[src/hdl/hosp_pkg.sv]
// shared types, constants and character helpers for the hex octet string parser
package hosp_pkg;

  localparam int unsigned CH_W     = 8;
  localparam int unsigned CNT_W    = 9;
  localparam int unsigned CFG_IDX_W = 1;
  localparam int unsigned CFG_DAT_W = 9;

  // build-time ceiling on octets per string, applied over max_bytes
  localparam int unsigned MAX_OCTETS = 256;
  localparam int unsigned LIM_W      = 17;
  localparam logic [LIM_W-1:0] MAX_OCTETS_L = LIM_W'(MAX_OCTETS);

  localparam logic [CNT_W-1:0] MAX_BYTES_RST = CNT_W'(256);
  localparam logic [CH_W-1:0]  SEP_RST       = CH_W'(58);
  localparam logic [CH_W-1:0]  CH_NUL        = '0;

  typedef logic [CH_W-1:0]      ch_t;
  typedef logic [CNT_W-1:0]     cnt_t;
  typedef logic [7:0]           octet_t;
  typedef logic [3:0]           nibble_t;
  typedef logic [CFG_IDX_W-1:0] cfg_idx_t;
  typedef logic [CFG_DAT_W-1:0] cfg_dat_t;

  typedef enum logic [CFG_IDX_W-1:0] {
    REG_MAX_BYTES = 1'd0,
    REG_SEPARATOR = 1'd1
  } cfg_reg_t;

  typedef enum logic [2:0] {
    PH_LEAD      = 3'd0,
    PH_NEXT      = 3'd1,
    PH_AFTER_SEP = 3'd2,
    PH_LOW       = 3'd3,
    PH_TRAIL     = 3'd4,
    PH_DROP      = 3'd5
  } phase_t;

  typedef enum logic [1:0] {
    KIND_BYTE = 2'd0,
    KIND_DONE = 2'd1,
    KIND_ERR  = 2'd2
  } kind_t;

  typedef enum logic [2:0] {
    ERR_NONE      = 3'd0,
    ERR_BAD_HIGH  = 3'd1,
    ERR_NO_LOW    = 3'd2,
    ERR_BAD_LOW   = 3'd3,
    ERR_TOO_MANY  = 3'd4
  } err_t;

  function automatic logic is_space(input ch_t c);
    return (c == 8'd32) || (c >= 8'd9 && c <= 8'd13);
  endfunction

  // bit 4 set means not a hex digit
  function automatic logic [4:0] hex_value(input ch_t c);
    logic [4:0] v;
    if (c >= 8'd48 && c <= 8'd57) begin
      v = 5'(c - 8'd48);
    end else if (c >= 8'd97 && c <= 8'd102) begin
      v = 5'(c - 8'd87);
    end else if (c >= 8'd65 && c <= 8'd70) begin
      v = 5'(c - 8'd55);
    end else begin
      v = 5'h10;
    end
    return v;
  endfunction

endpackage

[src/hdl/hosp_char_if.sv]
// character input channel
interface hosp_char_if;
  logic           valid;
  logic           ready;
  hosp_pkg::ch_t  ch;

  modport source (output valid, output ch, input ready);
  modport sink   (input valid, input ch, output ready);
endinterface

[src/hdl/hosp_result_if.sv]
// result channel: octet, done or error
interface hosp_result_if;
  logic             valid;
  logic             ready;
  hosp_pkg::kind_t  kind;
  hosp_pkg::octet_t byte_value;
  hosp_pkg::cnt_t   byte_count;
  hosp_pkg::err_t   error_code;

  modport source (output valid, output kind, output byte_value, output byte_count,
                  output error_code, input ready);
  modport sink   (input valid, input kind, input byte_value, input byte_count,
                  input error_code, output ready);
endinterface

[src/hdl/hosp_cfg_if.sv]
// configuration write channel
interface hosp_cfg_if;
  logic                valid;
  logic                ready;
  hosp_pkg::cfg_idx_t  index;
  hosp_pkg::cfg_dat_t  data;

  modport source (output valid, output index, output data, input ready);
  modport sink   (input valid, input index, input data, output ready);
endinterface

[src/hdl/hex_octet_string_parser.sv]
// hex octet string parser: character register, decode step, result register
// res.valid is driven from the result register, which is loaded from the character register
// throughput: one character per cycle while the result side keeps taking
// the decode step and the phase/count update sit between the two registers
// rst (synchronous) returns to the leading whitespace phase with count 0,
// max_bytes 256 and separator ':'; both pipeline registers are emptied
module hex_octet_string_parser (
  input  logic clk,
  input  logic rst,
  hosp_char_if.sink    chr,
  hosp_cfg_if.sink     cfg,
  hosp_result_if.source res
);
  import hosp_pkg::*;

  // configuration registers
  cnt_t max_bytes;
  ch_t  separator_char;

  // character register
  logic s1_valid;
  ch_t  s1_ch;
  logic s1_adv;

  // decode state
  phase_t  phase, phase_next;
  nibble_t high_nibble, high_nibble_next;
  cnt_t    count, count_next;

  // result register
  logic   out_valid;
  kind_t  out_kind;
  octet_t out_val;
  cnt_t   out_count;
  err_t   out_err;

  // decode outputs
  logic   r_emit;
  kind_t  r_kind;
  octet_t r_val;
  cnt_t   r_count;
  err_t   r_err;

  logic [4:0]       dig;
  logic             sp;
  logic [LIM_W-1:0] limit;
  logic             at_limit;

  assign cfg.ready = 1'b1;

  always_ff @(posedge clk) begin
    if (rst) begin
      max_bytes      <= MAX_BYTES_RST;
      separator_char <= SEP_RST;
    end else if (cfg.valid) begin
      unique case (cfg_reg_t'(cfg.index))
        REG_MAX_BYTES: max_bytes      <= cfg.data;
        REG_SEPARATOR: separator_char <= cfg.data[CH_W-1:0];
        default: ;
      endcase
    end
  end

  // the character stage moves on when the result register is free or being emptied
  assign s1_adv    = s1_valid && (!out_valid || res.ready);
  assign chr.ready = !s1_valid || s1_adv;

  always_ff @(posedge clk) begin
    if (rst) begin
      s1_valid <= 1'b0;
    end else if (chr.ready) begin
      s1_valid <= chr.valid;
    end
  end

  always_ff @(posedge clk) begin
    if (chr.valid && chr.ready) begin
      s1_ch <= chr.ch;
    end
  end

  assign dig      = hex_value(s1_ch);
  assign sp       = is_space(s1_ch);
  assign limit    = ({8'b0, max_bytes} > MAX_OCTETS_L) ? MAX_OCTETS_L : {8'b0, max_bytes};
  assign at_limit = {8'b0, count} >= limit;

  always_comb begin
    phase_next       = phase;
    high_nibble_next = high_nibble;
    count_next       = count;
    r_emit           = 1'b0;
    r_kind           = KIND_DONE;
    r_val            = '0;
    r_count          = count;
    r_err            = ERR_NONE;
    unique case (phase)
      PH_LEAD, PH_NEXT, PH_TRAIL: begin
        if (s1_ch == CH_NUL) begin
          r_emit = 1'b1;
          r_kind = KIND_DONE;
          phase_next       = PH_LEAD;
          high_nibble_next = '0;
          count_next       = '0;
        end else if (phase == PH_LEAD && sp) begin
          phase_next = PH_LEAD;
        end else if (phase == PH_TRAIL || at_limit) begin
          // only whitespace or the terminator may follow once the limit is reached
          phase_next = PH_TRAIL;
          if (!sp) begin
            r_emit     = 1'b1;
            r_kind     = KIND_ERR;
            r_err      = ERR_TOO_MANY;
            phase_next = PH_DROP;
          end
        end else if (phase == PH_NEXT && s1_ch == separator_char) begin
          phase_next = PH_AFTER_SEP;
        end else if (dig[4]) begin
          r_emit     = 1'b1;
          r_kind     = KIND_ERR;
          r_err      = ERR_BAD_HIGH;
          phase_next = PH_DROP;
        end else begin
          high_nibble_next = dig[3:0];
          phase_next       = PH_LOW;
        end
      end
      PH_AFTER_SEP: begin
        if (dig[4]) begin
          r_emit = 1'b1;
          r_kind = KIND_ERR;
          r_err  = ERR_BAD_HIGH;
          if (s1_ch == CH_NUL) begin
            phase_next       = PH_LEAD;
            high_nibble_next = '0;
            count_next       = '0;
          end else begin
            phase_next = PH_DROP;
          end
        end else begin
          high_nibble_next = dig[3:0];
          phase_next       = PH_LOW;
        end
      end
      PH_LOW: begin
        if (s1_ch == CH_NUL) begin
          r_emit           = 1'b1;
          r_kind           = KIND_ERR;
          r_err            = ERR_NO_LOW;
          phase_next       = PH_LEAD;
          high_nibble_next = '0;
          count_next       = '0;
        end else if (dig[4]) begin
          r_emit     = 1'b1;
          r_kind     = KIND_ERR;
          r_err      = ERR_BAD_LOW;
          phase_next = PH_DROP;
        end else begin
          r_emit           = 1'b1;
          r_kind           = KIND_BYTE;
          r_val            = {high_nibble, dig[3:0]};
          count_next       = count + 1'b1;
          r_count          = count + 1'b1;
          high_nibble_next = '0;
          phase_next       = PH_NEXT;
        end
      end
      default: begin
        // dropping after an error, the terminator ends the string silently
        if (s1_ch == CH_NUL) begin
          phase_next       = PH_LEAD;
          high_nibble_next = '0;
          count_next       = '0;
        end else begin
          phase_next = PH_DROP;
        end
      end
    endcase
  end

  always_ff @(posedge clk) begin
    if (rst) begin
      phase       <= PH_LEAD;
      high_nibble <= '0;
      count       <= '0;
    end else if (s1_adv) begin
      phase       <= phase_next;
      high_nibble <= high_nibble_next;
      count       <= count_next;
    end
  end

  always_ff @(posedge clk) begin
    if (rst) begin
      out_valid <= 1'b0;
    end else if (s1_adv) begin
      out_valid <= r_emit;
    end else if (res.ready) begin
      out_valid <= 1'b0;
    end
  end

  always_ff @(posedge clk) begin
    if (s1_adv && r_emit) begin
      out_kind  <= r_kind;
      out_val   <= r_val;
      out_count <= r_count;
      out_err   <= r_err;
    end
  end

  assign res.valid      = out_valid;
  assign res.kind       = out_kind;
  assign res.byte_value = out_val;
  assign res.byte_count = out_count;
  assign res.error_code = out_err;

  // an octet result always carries a nonzero count and no error
  a_byte_fields: assert property (@(posedge clk) disable iff (rst)
    out_valid && out_kind == KIND_BYTE |-> out_err == ERR_NONE && out_count != '0)
    else $error("octet result with error code or zero count");

  // error code is set exactly on error results
  a_err_code: assert property (@(posedge clk) disable iff (rst)
    out_valid |-> ((out_kind == KIND_ERR) == (out_err != ERR_NONE)))
    else $error("error code does not match result kind");

  // leading phase always starts from a clean count and nibble
  a_lead_clean: assert property (@(posedge clk) disable iff (rst)
    phase == PH_LEAD |-> count == '0 && high_nibble == '0)
    else $error("leading phase with stale count or nibble");

  // a terminator always ends the string
  a_nul_ends: assert property (@(posedge clk) disable iff (rst)
    s1_adv && s1_ch == CH_NUL |=> phase == PH_LEAD)
    else $error("terminator did not end the string");

endmodule

[src/flat_wrapper.sv]
// flat-port wrapper written by rule: the top's interface ports become plain ports
module hex_octet_string_parser_flat import hosp_pkg::*;
  (clk, rst, chr_valid, chr_ch, chr_ready, cfg_valid, cfg_index, cfg_data, cfg_ready, res_valid, res_kind, res_byte_value, res_byte_count, res_error_code, res_ready);
  hosp_char_if chr_i ();
  hosp_cfg_if cfg_i ();
  hosp_result_if res_i ();
  input  logic clk;
  input  logic rst;
  input wire logic [$bits(chr_i.valid)-1:0] chr_valid;
  input wire logic [$bits(chr_i.ch)-1:0] chr_ch;
  output wire logic [$bits(chr_i.ready)-1:0] chr_ready;
  input wire logic [$bits(cfg_i.valid)-1:0] cfg_valid;
  input wire logic [$bits(cfg_i.index)-1:0] cfg_index;
  input wire logic [$bits(cfg_i.data)-1:0] cfg_data;
  output wire logic [$bits(cfg_i.ready)-1:0] cfg_ready;
  output wire logic [$bits(res_i.valid)-1:0] res_valid;
  output wire logic [$bits(res_i.kind)-1:0] res_kind;
  output wire logic [$bits(res_i.byte_value)-1:0] res_byte_value;
  output wire logic [$bits(res_i.byte_count)-1:0] res_byte_count;
  output wire logic [$bits(res_i.error_code)-1:0] res_error_code;
  input wire logic [$bits(res_i.ready)-1:0] res_ready;
  assign chr_i.valid = chr_valid;
  assign chr_i.ch = chr_ch;
  assign chr_ready = chr_i.ready;
  assign cfg_i.valid = cfg_valid;
  assign cfg_i.index = cfg_index;
  assign cfg_i.data = cfg_data;
  assign cfg_ready = cfg_i.ready;
  assign res_valid = res_i.valid;
  assign res_kind = res_i.kind;
  assign res_byte_value = res_i.byte_value;
  assign res_byte_count = res_i.byte_count;
  assign res_error_code = res_i.error_code;
  assign res_i.ready = res_ready;
  hex_octet_string_parser u_core (.clk(clk), .rst(rst), .chr(chr_i), .cfg(cfg_i), .res(res_i));
endmodule
[config.mk]
export PLATFORM = sky130hd
export DESIGN_NAME = hex_octet_string_parser_flat
export DESIGN_NICKNAME = d
export VERILOG_FILES = /design/src/hdl/hosp_pkg.sv /design/src/hdl/hosp_char_if.sv /design/src/hdl/hosp_result_if.sv /design/src/hdl/hosp_cfg_if.sv /design/src/hdl/hex_octet_string_parser.sv /design/src/flat_wrapper.sv
export SDC_FILE = /design/constraint.sdc
export NUM_CORES = 1
export LEC_CHECK = 0
export ABC_CLOCK_PERIOD_IN_PS = 5900
export BUFFER_PORTS_ARGS = -buffer_cell sky130_fd_sc_hd__buf_2
export CAP_MARGIN = 20
export CELL_PAD_IN_SITES_DETAIL_PLACEMENT = 0
export CELL_PAD_IN_SITES_GLOBAL_PLACEMENT = 2
export CORE_MARGIN = 2
export CORE_UTILIZATION = 35
export DETAILED_ROUTE_END_ITERATION = 8
export GPL_TIMING_DRIVEN = 0
export PLACE_DENSITY = 0.9
export SYNTH_ARGS = -nofsm -noshare
export SYNTH_HDL_FRONTEND = slang
export SYNTH_SLANG_ARGS = --single-unit
export TNS_END_PERCENT = 10
[constraint.sdc]
create_clock -name clk -period 5.9 [get_ports clk]
set_input_delay 0.295 -clock clk [delete_from_list [all_inputs] [get_ports clk]]
set_output_delay 0.295 -clock clk [all_outputs]
set_load 0.05 [all_outputs]
Yosys cells after proc, flatten, opt, wreduce, memory -nomap -nowiden

Cells that the tools add are included.

$add $sub $neg: 4
Multiply operators: 0
Divide/modulo/power cells: 0
$lt $le $gt $ge: 10
Equal/unequal tests: 12
Shift operators: 0
Multiplexer cells: 59
Bitwise logic cells: 2
Reduce and logical (&&, ||, !) cells: 24

Operators by type and width:

| cell                                                                                | count |
|---|---|
| 9-bit two-way mux                                                                   | 7 |
| 3-bit two-way mux                                                                   | 15 |
| 4-bit two-way mux                                                                   | 9 |
| 2-bit two-way mux                                                                   | 9 |
| 3-bit one-hot mux with 3 select lines                                               | 2 |
| 9-bit one-hot mux with 2 select lines                                               | 1 |
| 9-bit by 17-bit greater-or-equal comparator with 1-bit output                       | 1 |
| 8-bit by 7-bit greater-or-equal comparator with 1-bit output, second input constant | 2 |
| 8-bit by 7-bit <= comparator with 1-bit output, second input constant               | 2 |
| 5-bit two-way mux                                                                   | 3 |
| 3-bit inequality test, second input constant                                        | 5 |
| 5-bit subtractor, second input constant                                             | 3 |
| 4-bit one-hot mux with 3 select lines                                               | 1 |
| 1-bit two-way mux                                                                   | 10 |
| 9-bit by 1-bit adder with 9-bit output, second input constant                       | 1 |
| 9-bit greater-than comparator, second input constant                                | 1 |
| 1-bit logical AND                                                                   | 9 |
| 8-bit by 6-bit == test with 1-bit output, second input constant                     | 1 |
| 8-bit == test                                                                       | 1 |
| 8-bit by 4-bit greater-or-equal comparator with 1-bit output, second input constant | 1 |
| 8-bit by 6-bit greater-or-equal comparator with 1-bit output, second input constant | 1 |
| 8-bit by 4-bit <= comparator with 1-bit output, second input constant               | 1 |
| 8-bit by 6-bit <= comparator with 1-bit output, second input constant               | 1 |
| 8-bit logical NOT                                                                   | 1 |
| 14 further kinds                                                                    | 23 |

Bits in registers: 65
Bits in latches: 0
Memory bits (writable): 0
ROM bits: 0
Input port bits: 23
Output and inout bits: 25
Memories: 0

Depth between registers and ports, before layout

Gate-level depths: netlist of the first run.

Depth after elaboration: 12
Gate-level depth with buffers: 10
Mapped depth without buffers: 9

Worst setup path before layout of the first run

Ideal clock, no wire load.

Path type: reg2reg
Start: register u_core.s1_ch[0]
End: register u_core.out_count[0], in the netlist u_core.res.byte_count[0] (enable)
Library setup time: 401 ps
Arrival time: 3025 ps
Required time: 5499 ps
Path slack: 2475 ps
Cell stages (with the launch flop): 11
Period minus slack after synthesis: 3425 ps
Path through: edfxtp_1 inv_1 ha_1 nor3b_1 and4bb_1 or2_1 buf_6 buf_2 o211ai_1 a31oi_1 nor2_1

Word-level cells in the longest chain between the ends: 12
Elaborated cells between the ends (all ways): 32
Classes of those cells: add/sub (3); order compare (8); eq/ne (2); mux (10); reduce/logical (9)

Ends and longest elaborated chain:

| item                                                                                                                                  | RTL line                                                       | source |
|---|---|---|
| start, declared                                                                                                                       | hex_octet_string_parser.sv:22                                  | `ch_t s1_ch;` |
| start signal, assigned                                                                                                                | hex_octet_string_parser.sv:78                                  | `s1_ch <= chr.ch;` |
| 8-bit by 7-bit greater-or-equal comparator with 1-bit output / 8-bit by 7-bit <= comparator with 1-bit output (equally long branches) | hosp_pkg.sv:64                                                 | `end else if (c >= 8'd65 && c <= 8'd70) begin` |
| 1-bit logical AND                                                                                                                     | hosp_pkg.sv:64                                                 |  |
| 5-bit two-way mux                                                                                                                     | hosp_pkg.sv:64                                                 |  |
| 5-bit two-way mux                                                                                                                     | hosp_pkg.sv:62                                                 | `end else if (c >= 8'd97 && c <= 8'd102) begin` |
| 5-bit two-way mux                                                                                                                     | hosp_pkg.sv:60                                                 | `if (c >= 8'd48 && c <= 8'd57) begin` |
| 1-bit two-way mux                                                                                                                     | hex_octet_string_parser.sv:117, hex_octet_string_parser.sv:128 |  |
| 1-bit two-way mux                                                                                                                     | hex_octet_string_parser.sv:115                                 | `end else if (phase == PH_NEXT && s1_ch == separator_char) begin` |
| 1-bit two-way mux                                                                                                                     | hex_octet_string_parser.sv:106                                 | `end else if (phase == PH_TRAIL \|\| at_limit) begin` |
| 1-bit two-way mux                                                                                                                     | hex_octet_string_parser.sv:104                                 | `end else if (phase == PH_LEAD && sp) begin` |
| 1-bit two-way mux                                                                                                                     | hex_octet_string_parser.sv:98                                  | `if (s1_ch == CH_NUL) begin` |
| 1-bit one-hot mux with 3 select lines (*)                                                                                             | hex_octet_string_parser.sv:96                                  | `unique case (phase)` |
| 1-bit logical AND (*)                                                                                                                 | hex_octet_string_parser.sv:203                                 | `if (s1_adv && r_emit) begin` |
| end signal, assigned                                                                                                                  | hex_octet_string_parser.sv:206                                 | `out_count <= r_count;` |
| end, declared                                                                                                                         | hex_octet_string_parser.sv:34                                  | `cnt_t out_count;` |

Every way passes the cells marked *; elsewhere a longest branch is shown, timed or not.
A chain may end at the register's enable or synchronous reset.

Final worst setup path of the first run

Same ends and word-level chain as after synthesis.

==> impl_metrics.ini, run 1 <==
[global_route]
grt_pass1_vias = 2547
grt_overflow = 0
antenna_found_initial = 0
grt_start_max_net_pins = 16
grt_use_total_pct = 15.96
grt_pass1_wl_microns = 12700

[floorplanning]
die_w_microns = 101.9
initial_utilization_pct = 36.16
core_sq_um = 9284
num_rows = 35
die_h_microns = 101.9
die-area_sq_um = 10390
ios = 48

[worst_setup_path]
path_max_fanout = 15
critPathKind = register to register
endpoint_kind = register
cp.required_ns = 5.95
start_kind = register
cp.arrival_ns = 3.45

[run]
maxCapViolCount = 0

[cells_and_area]
final_common_cell = nand2_1
nets = 443
fin_util_pct = 42.26
final_cell_mix = nand2_1, buf_2, dfxtp_1, a21oi_1, edfxtp_1
multi_input_area_sq_um = 1652
area_delta_synth_final_pct = 16.88
antenna_cells = 0
drive_above_1_share_pct = 18.00
final_cells = 540
seq_area_sq_um = 1602
fillCellCount = 936

[synth]
ys_ff_latch = 65
syn_nets = 386
yosys_warnings = 0
synth_cell_types = 64
synthCells = 349
synth-async-reset-ratio_pct = 0
postSynthAreaPerCell_sq_um = 9.619
ys.flop_type = dfxtp_1
ys_seq_area_share_pct = 47.71
synth_edf_count = 30
synth_area_sq_um = 3357

[outcome]
status = complete, no violations

[sta]
fin_skew_ns = 0.01709
layout_worst_path_cycle_share_pct = 57.61
rsz0062_at_grt = false
setup_tns_ns = 0
slew_headroom_pct = 39.75
fmax_mhz = 294.2
finalSetupViolCount = 0
finalMaxSlewViolations = 0
worst_slew_pin_slew_ns = 0.8924
hold_violations = 0
post-route-min-period_ns = 3.399

[cts]
cts-htree-levels = 3
clockRootBuffer = clkbuf_8
cts_buffer_depth = 2
postCtsResizedCells = 0
post-cts-setup-buffers = 0
path_clk_slew_ns = 0.07
cts.sinks = 65
cts_buffers = 9
ctsHoldBuffers = 0
cts_tree = built
clk_latency_ns = 0.35

[route]
drt_iter0_drc = 127
routed_wl_microns = 7925
drt_pass1_iterations = 4
vias = 2748
routedWlPerCell_microns = 14.68
antenna_left = 0
route.detailed.drc = 0
post_drt_via_cell_ratio = 5.089

[placement]
dp_hpwl_microns = 5946
port_buffers = 45
place.gp.congestion = 0.8690
dp.cells = 524

[pwr]
p_leak_uw = 0.001508
total_power_uw = 942.6
power_density_nw_per_um2 = 240.2
vdd_drop_max_uv = 102.0

[worst_hold_path]
worstHoldPathType = primary input to register
-- through the flow --
stage                     area, sq um  worst slack (ns)  hold WS (ns)
final                            3924             2.501        0.1236
after CTS                        3924             2.486        0.1095
after global routing             3924             2.192        0.1016
after global placement           3744             1.619        0.4474
after floorplan                  3357             2.475        0.3939
after detailed placement         3761             2.503        0.4520
-- flip-flops by register name (all words and copies together), names as in the netlist --
signal / count
u_core.count: 9
u_core.high_nibble: 4
u_core.max_bytes: 9
u_core.phase: 3
u_core.res.byte_count: 9
u_core.res.byte_value: 8
u_core.res.error_code: 3
u_core.res.kind: 2
u_core.res.valid: 1
u_core.s1_ch: 8
u_core.s1_valid: 1
u_core.separator_char: 8
-- kinds of logic after synthesis --
| group | after synthesis | synth area share, % |
|---|---|---|
| xor+xnor | 16 | 4.174 |
| flops | 65 | 47.71 |
| mux | 1 | 0.3354 |
| buf+inv | 25 | 3.168 |
| other cells | 1 | 0.1117 |
| fa+ha+maj | 14 | 5.218 |
| simple gates | 138 | 21.77 |
| compound gates | 89 | 17.52 |
-- critical path: stages (launching register included) --
cell,delay (ns)
edfxtp_1,0.53
inv_1,0.13
ha_1,0.20
nor3b_1,0.36
and4bb_1,0.30
or2_1,0.23
buf_6,0.14
buf_2,0.19
o211ai_1,0.19
a31oi_1,0.18
nor2_2,0.42
buf_8,0.23
-- metal layers --
metal | vias up | routed length [microns] | track usage (%)
met5 | - | 0 | 0
li1 | 1387 | - | -
met2 | 92 | 3493 | 23.99
met4 | 0 | 163 | 6.974
met3 | 13 | 458 | 4.241
met1 | 1256 | 3810 | 21.67
-- Yosys cell counts, drive strengths merged, types with 2 or more instances --
cell / number / share of area [%]
a211o: 5 / 1.3
a211oi: 3 / 0.67
a21o: 3 / 0.67
a21oi: 33 / 5.0
a22o: 5 / 1.3
a311oi: 2 / 0.52
a31oi: 9 / 1.7
a41oi: 2 / 0.52
and2: 11 / 2.1
and3: 8 / 1.5
buf: 4 / 0.82
clkbuf: 13 / 1.5
dfxtp: 35 / 21
edfxtp: 30 / 27
ha: 14 / 5.2
inv: 7 / 0.78
nand2: 49 / 5.5
nand2b: 4 / 0.75
nand3: 13 / 2.3
nor2: 22 / 2.5
nor2b: 4 / 0.75
nor3: 7 / 1.0
nor3b: 2 / 0.45
nor4: 2 / 0.82
o211ai: 2 / 0.45
o21ai: 9 / 1.3
o22ai: 2 / 0.37
o311ai: 2 / 0.52
o31ai: 2 / 0.45
or2: 2 / 0.37
or3: 2 / 0.37
or4: 2 / 0.45
or4b: 3 / 1.0
xnor2: 11 / 2.9
xor2: 5 / 1.3
-- path summary, 6_finish.rpt --
check                                    from                            endpoint  slack [ns]  depth (start not counted)
max                 u_core.s1_ch[0]$_DFFE_PP_  u_core.res.byte_count[0]$_DFFE_PP_        2.50                         11
min                                 chr_ch[0]           u_core.s1_ch[0]$_DFFE_PP_        0.12                          1
max reg2reg         u_core.s1_ch[0]$_DFFE_PP_  u_core.res.byte_count[0]$_DFFE_PP_        2.50                         11
min reg2reg  u_core.max_bytes[3]$_SDFFE_PP0P_    u_core.max_bytes[3]$_SDFFE_PP0P_        0.46                          2
-- report_power, final --
group / internal (uW) / switching [uW] / total [uW]
Combinational: 39.3 / 79.2 / 119
Clock: 149 / 173 / 322
Sequential: 490 / 12.5 / 502
Total: 678 / 264 / 943
-- final cells by class --
type	instances	area share, %
plain buffers	17	1.945
clock buffers	10	3.253
clock inverters	6	0.8929
inverters	8	0.7653
multi-input cells	259	42.09
flip-flops and latches	65	40.82
well taps	129	4.114
repair buffers	46	6.122
Power figures use the tool's default switching activity.
==> inputs of run 2 (changes only) <==
ABC_CLOCK_PERIOD_IN_PS = 2900   (was 5900)
CORE_UTILIZATION = 32   (was 35)
PLACE_DENSITY = 0.87   (was 0.9)
clock period = 2.9 ns   (was 5.9 ns; I/O delays follow)
==> impl_metrics.ini, run 2 (synthesized netlist as in run 1, its figures left out) <==
[floorplanning]
initial_utilization_pct = 32.66
core_sq_um = 10280
die-area_sq_um = 11330
die_w_microns = 106.4
die_h_microns = 106.4
num_rows = 37
ios = 48

[global_route]
grt_overflow = 0
grt_pass1_wl_microns = 13970
grt_use_total_pct = 15.94
grt_start_max_net_pins = 12
antenna_found_initial = 0
grt_pass1_vias = 2821

[sta]
finalSetupViolCount = 0
slew_headroom_pct = 52.51
post-route-min-period_ns = 2.809
fin_skew_ns = 0.008533
layout_worst_path_cycle_share_pct = 96.86
timing.hold.ws_ns = 0.01387
finalMaxSlewViolations = 0
worst_slew_pin_slew_ns = 0.7090
fmax_mhz = 356.0
hold_violations = 0
setup_slack_ns = 0.09095

[pwr]
power.share.sequential_pct = 51.6
p_switching_uw = 572.4
total_power_uw = 1980
combinationalPowerShare_pct = 14.5
swShare_pct = 28.90
power_density_nw_per_um2 = 474.2
p_clk_share_pct = 34.0
p_leak_uw = 0.001603
vdd_drop_max_uv = 208.1
cell_internal_pwr_uw = 1408

[worst_hold_path]
whs_path_depth = 2
hold_end = u_core.max_bytes[8]$_SDFFE_PP1P_
worstHoldPathType = primary input to register
hp-start = cfg_data[8]

[worst_setup_path]
r2r_slack_ns = 0.09
reg2reg_from = u_core.s1_ch[0]$_DFFE_PP_
cp.arrival_ns = 2.88
cp.required_ns = 2.97
path_max_fanout = 10
endpoint_kind = register
critPathKind = register to register
r2r-end = u_core.res.byte_count[1]$_DFFE_PP_
worstSetupStartpoint = u_core.s1_ch[0]$_DFFE_PP_
reg2reg_depth = 11
start_kind = register

[cts]
cts.sinks = 65
cts_buffer_depth = 2
path_clk_slew_ns = 0.08
clk_latency_ns = 0.35
cts-htree-levels = 3
cts_buffers = 9
clockRootBuffer = clkbuf_8
cts_tree = built

[placement]
place_area_sq_um = 3760
place.gp.congestion = 0.8650
pre_cts_ws_ns = -0.5051
dp_hpwl_microns = 6000
port_buffers = 45
dp.cells = 530

[route]
post_drt_via_cell_ratio = 5.076
drt_pass1_iterations = 4
antenna_left = 0
vias = 2873
routedWlPerCell_microns = 15.21
drt_iter0_drc = 124
routed_wl_microns = 8611
route.detailed.drc = 0

[cells_and_area]
antenna_cells = 0
area_delta_synth_final_pct = 24.41
final_area_sq_um = 4177
final_cells = 566
final_common_cell = nand2_1
final_cell_mix = nand2_1, buf_2, dfxtp_1, a21oi_1, edfxtp_1
drive_above_1_share_pct = 22.09
nets = 462

[outcome]
status = complete, no violations

[run]
maxCapViolCount = 0
-- run 2: cell count changes in the layout (fill, tap and decap cells not counted), moves of 2 or more --
| cell | before | now |
|---|---|---|
| buf_12 | 0 | 2 |
| buf_4 | 1 | 11 |
| dlygate4sd3_1 | 0 | 8 |
| ha_1 | 14 | 12 |
| ha_2 | 0 | 2 |
| inv_1 | 7 | 5 |
| inv_2 | 0 | 2 |
| nor2_4 | 0 | 2 |
-- run 2: area by class of cell --
type / count / area, sq um
Timing Repair Buffer: 64 / 412.9
Buffer: 17 / 78.83
Clock buffer: 10 / 127.6
Clock inverter: 6 / 35.03
Fill cell: 1064 / 6101
Multi-Input combinational cell: 260 / 1717
Tap cell: 136 / 170.2
Inverter: 8 / 33.78
Sequential cell: 65 / 1602
-- run 2: through the flow --
step | TNS, ns | util, %
2_1_floorplan | 0 | -
3_3_place_gp | -10.68 | 36.58
3_5_place_dp | -11.08 | 36.58
4_1_cts | 0 | 40.11
5_1_grt | -1.155 | 40.64
6_report | 0 | 40.64
-- run 2: worst max path at each step --
stage | slack [ns] | cells past startpoint | end
floorplan | 0.04 | 10 | u_core.res.byte_count[0]$_DFFE_PP_
global placement | -0.49 | 9 | u_core.res.byte_count[1]$_DFFE_PP_
detailed placement | -0.51 | 9 | u_core.res.byte_count[3]$_DFFE_PP_
CTS | 0.0003 | 10 | u_core.res.byte_count[1]$_DFFE_PP_
global route | -0.07 | 11 | u_core.res.byte_count[1]$_DFFE_PP_
finish | 0.09 | 11 | u_core.res.byte_count[1]$_DFFE_PP_
-- run 2: power by group through the flow --
stage	Sequential, uW	Clock, uW	Combinational (uW)
global placement	1040	0	238
finish	1020	673	287
CTS	1020	688	278
global route	1020	725	311
floorplan	1080	0	130
detailed placement	1040	0	241
-- run 2: repair_timing --
item / 4_1_cts / 5_1_grt
hold buffers: 8 / 0
hold endpoints to repair: 8 / 0
buffers inserted: 7 / 4
pin swaps: 4 / 6
setup endpoints to repair: 22 / 27
gates cloned: 1 / 0
gates resized for setup: 8 / 9
-- run 2: critical path, stage by stage (launching register included) --
cell      delay, ns
edfxtp_1       0.46
inv_2          0.10
ha_2           0.20
nor3b_4        0.21
and4bb_1       0.22
or2_1          0.22
buf_6          0.14
buf_4          0.17
o211ai_1       0.28
a31oi_4        0.20
nor2_4         0.16
buf_4          0.16
-- run 2: metal layers --
metal  up-vias  part of all wire (%)  track usage [%]
met5         -                     0                0
met1      1340                    47            21.35
met2        93                    45            24.50
met3        15                   5.1            2.636
met4         0                   2.5            8.720
li1       1425                     -                -
==> inputs of run 3 (changes only) <==
ABC_AREA = 1   (was not set)
CAP_MARGIN = 40   (was 20)
CORE_UTILIZATION = 31   (was 32)
PLACE_DENSITY = 0.88   (was 0.87)
==> impl_metrics.ini, run 3 <==
[route]
drt_pass1_iterations = 4
post_drt_via_cell_ratio = 4.730
drt_iter0_drc = 81
antenna_left = 0
routed_wl_microns = 7782
route.detailed.drc = 0
vias = 3027
routedWlPerCell_microns = 12.16

[synth]
syn_nets = 462
yosys_warnings = 0
ys_ff_latch = 65
synth_top_family_by_area = simple AND/OR/NAND/NOR gates
synth_edf_count = 30
synthTopCellsByArea = edfxtp_1, dfxtp_1, nand2_1
synthCells = 425
synth_cell_types = 41
synth_common_cells = nand2_1, nor2_1, inv_1, o21ai_0, dfxtp_1
synthAdderAreaFrac_pct = 5.025
synth.most_common_cell = nand2_1
synthMuxAreaShare_pct = 0
ys.flop_type = dfxtp_1
synthXorXnorAreaFrac_pct = 1.759
synth-async-reset-ratio_pct = 0
synth_area_sq_um = 3486
synth_top_area_cell = edfxtp_1
synth_top_area_share_pct = 25.84
synth-simple-area-share_pct = 26.67
synth_compound_gate_area_share_pct = 13.24
ys_seq_area_share_pct = 45.94
postSynthAreaPerCell_sq_um = 8.202

[sta]
worst_slew_pin_slew_ns = 0.5581
fin_skew_ns = 0.009246
post-route-min-period_ns = 2.676
rsz0062_at_grt = true
finalMaxSlewViolations = 0
timing.hold.ws_ns = 0.02139
finalSetupViolCount = 0
slew_headroom_pct = 62.66
setup_tns_ns = 0
hold_violations = 0
fmax_mhz = 373.7
layout_worst_path_cycle_share_pct = 92.28

[worst_setup_path]
start_kind = register
critPathKind = register to register
reg2reg_depth = 16
endpoint_kind = register
path_max_fanout = 6
reg2reg_from = u_core.max_bytes[7]$_SDFFE_PP0P_
r2r-end = u_core.res.byte_count[5]$_DFFE_PP_
cp.required_ns = 2.96
r2r_slack_ns = 0.22
cp.arrival_ns = 2.73

[placement]
port_buffers = 45
dp_hpwl_microns = 6033
dp.cells = 610
place.gp.congestion = 0.8304

[cts]
cts_buffer_depth = 2
clk_latency_ns = 0.34
cts-htree-levels = 3
cts_tree = built
clockRootBuffer = clkbuf_8
cts_buffers = 9
path_clk_slew_ns = 0.07
cts.sinks = 65

[floorplanning]
core_sq_um = 10890
ios = 48
die_w_microns = 110.0
die-area_sq_um = 12110
initial_utilization_pct = 32.02
num_rows = 38
die_h_microns = 110.0

[cells_and_area]
nets = 532
antenna_cells = 0
final_cell_mix = nand2_1, nor2_1, buf_2, inv_1, o21ai_0
final_common_cell = nand2_1
final_cells = 640
area_delta_synth_final_pct = 21.11
fin_util_pct = 38.77
drive_above_1_share_pct = 22.60

[worst_hold_path]
worstHoldPathType = primary input to register
whs_path_depth = 3
hold_end = u_core.max_bytes[8]$_SDFFE_PP1P_
hp-start = cfg_data[8]

[global_route]
grt_use_total_pct = 13.93
grt_overflow = 0
grt_pass1_vias = 2841
grt_pass1_wl_microns = 13120
grt_start_max_net_pins = 12
antenna_found_initial = 0

[pwr]
vdd_drop_max_uv = 211.1
power_density_nw_per_um2 = 475.8
p_leak_uw = 0.001783

[outcome]
status = complete, no violations

[run]
maxCapViolCount = 0
## run 3: final cells by class
type                       count  area [sq um]
buffer                         7         36.28
clock buffer                  10         127.6
clock inverter                 6         35.03
fill                        1138          6666
inverter                      57         220.2
multi-input combinational    296          1673
sequential                    65          1604
tap                          140         175.2
timing repair buffer          57         335.3
timing repair inverter         2         15.01
## run 3: critical path, cell delays in order, from the launching register on
cell	delay, ns
dfxtp_1	0.34
nor4_2	0.27
a21oi_1	0.13
inv_2	0.10
nand2_1	0.06
ha_1	0.33
and3_1	0.18
a21oi_1	0.17
nand3_2	0.13
nand2_2	0.11
nand3_2	0.08
nand2_1	0.06
nand2_1	0.06
nand2_2	0.07
nand2_4	0.09
clkinvlp_4	0.09
buf_4	0.14
## run 3: logic make-up (layout without fill, tap and decap cells)
kind of cell	after synthesis	after routing
simple gates	192	192
xor+xnor	7	7
fa+ha+maj	14	14
flops	65	65
buf+inv	64	139
compound gates	82	82
other cells	1	1
## run 3: worst max-delay path by stage
stage | slack [ns] | depth (start not counted) | startpoint | end
after floorplan | 0.14 | 15 | u_core.max_bytes[4]$_SDFFE_PP0P_ | u_core.res.byte_count[0]$_DFFE_PP_
after global placement | -0.31 | 18 | u_core.max_bytes[4]$_SDFFE_PP0P_ | u_core.res.byte_count[4]$_DFFE_PP_
after detailed placement | -0.35 | 18 | u_core.max_bytes[4]$_SDFFE_PP0P_ | u_core.res.byte_count[4]$_DFFE_PP_
after CTS | 0.006 | 17 | u_core.max_bytes[4]$_SDFFE_PP0P_ | u_core.res.byte_value[5]$_SDFFCE_PP0P_
after global routing | 0.02 | 18 | u_core.max_bytes[7]$_SDFFE_PP0P_ | u_core.res.byte_count[4]$_DFFE_PP_
final | 0.22 | 16 | u_core.max_bytes[7]$_SDFFE_PP0P_ | u_core.res.byte_count[5]$_DFFE_PP_
## run 3: stage by stage
stage	setup slack (ns)	cell area (sq um)	total power, uW
floorplan	0.1436	3486	1267
global placement	-0.3141	3886	1338
detailed placement	-0.3452	3886	1343
CTS	0.006006	4168	2016
global route	0.01725	4222	2108
finish	0.2239	4222	2009
## run 3: metal layers
layer / GRT usage, % / share of wire (%)
met4: 4.882 / 1.3
met2: 22.39 / 45
met5: 0 / 0
met3: 2.410 / 5.4
met1: 18.84 / 48
## run 3: power by group
part	leakage [uW]	switching [uW]	total, uW	internal, uW
registers	0.000572	27.4	1030	1010
clock network	0.0000835	354	658	304
logic	0.00113	213	317	104
total	0.00178	595	2010	1410
## run 3: timing repair
action	in CTS	in global routing
hold endpoints to repair	8	0
setup endpoints to repair	22	22
pin swaps	0	5
cloned	2	0
hold buffers	8	0
buffers inserted	2	2
gates resized for setup	4	12
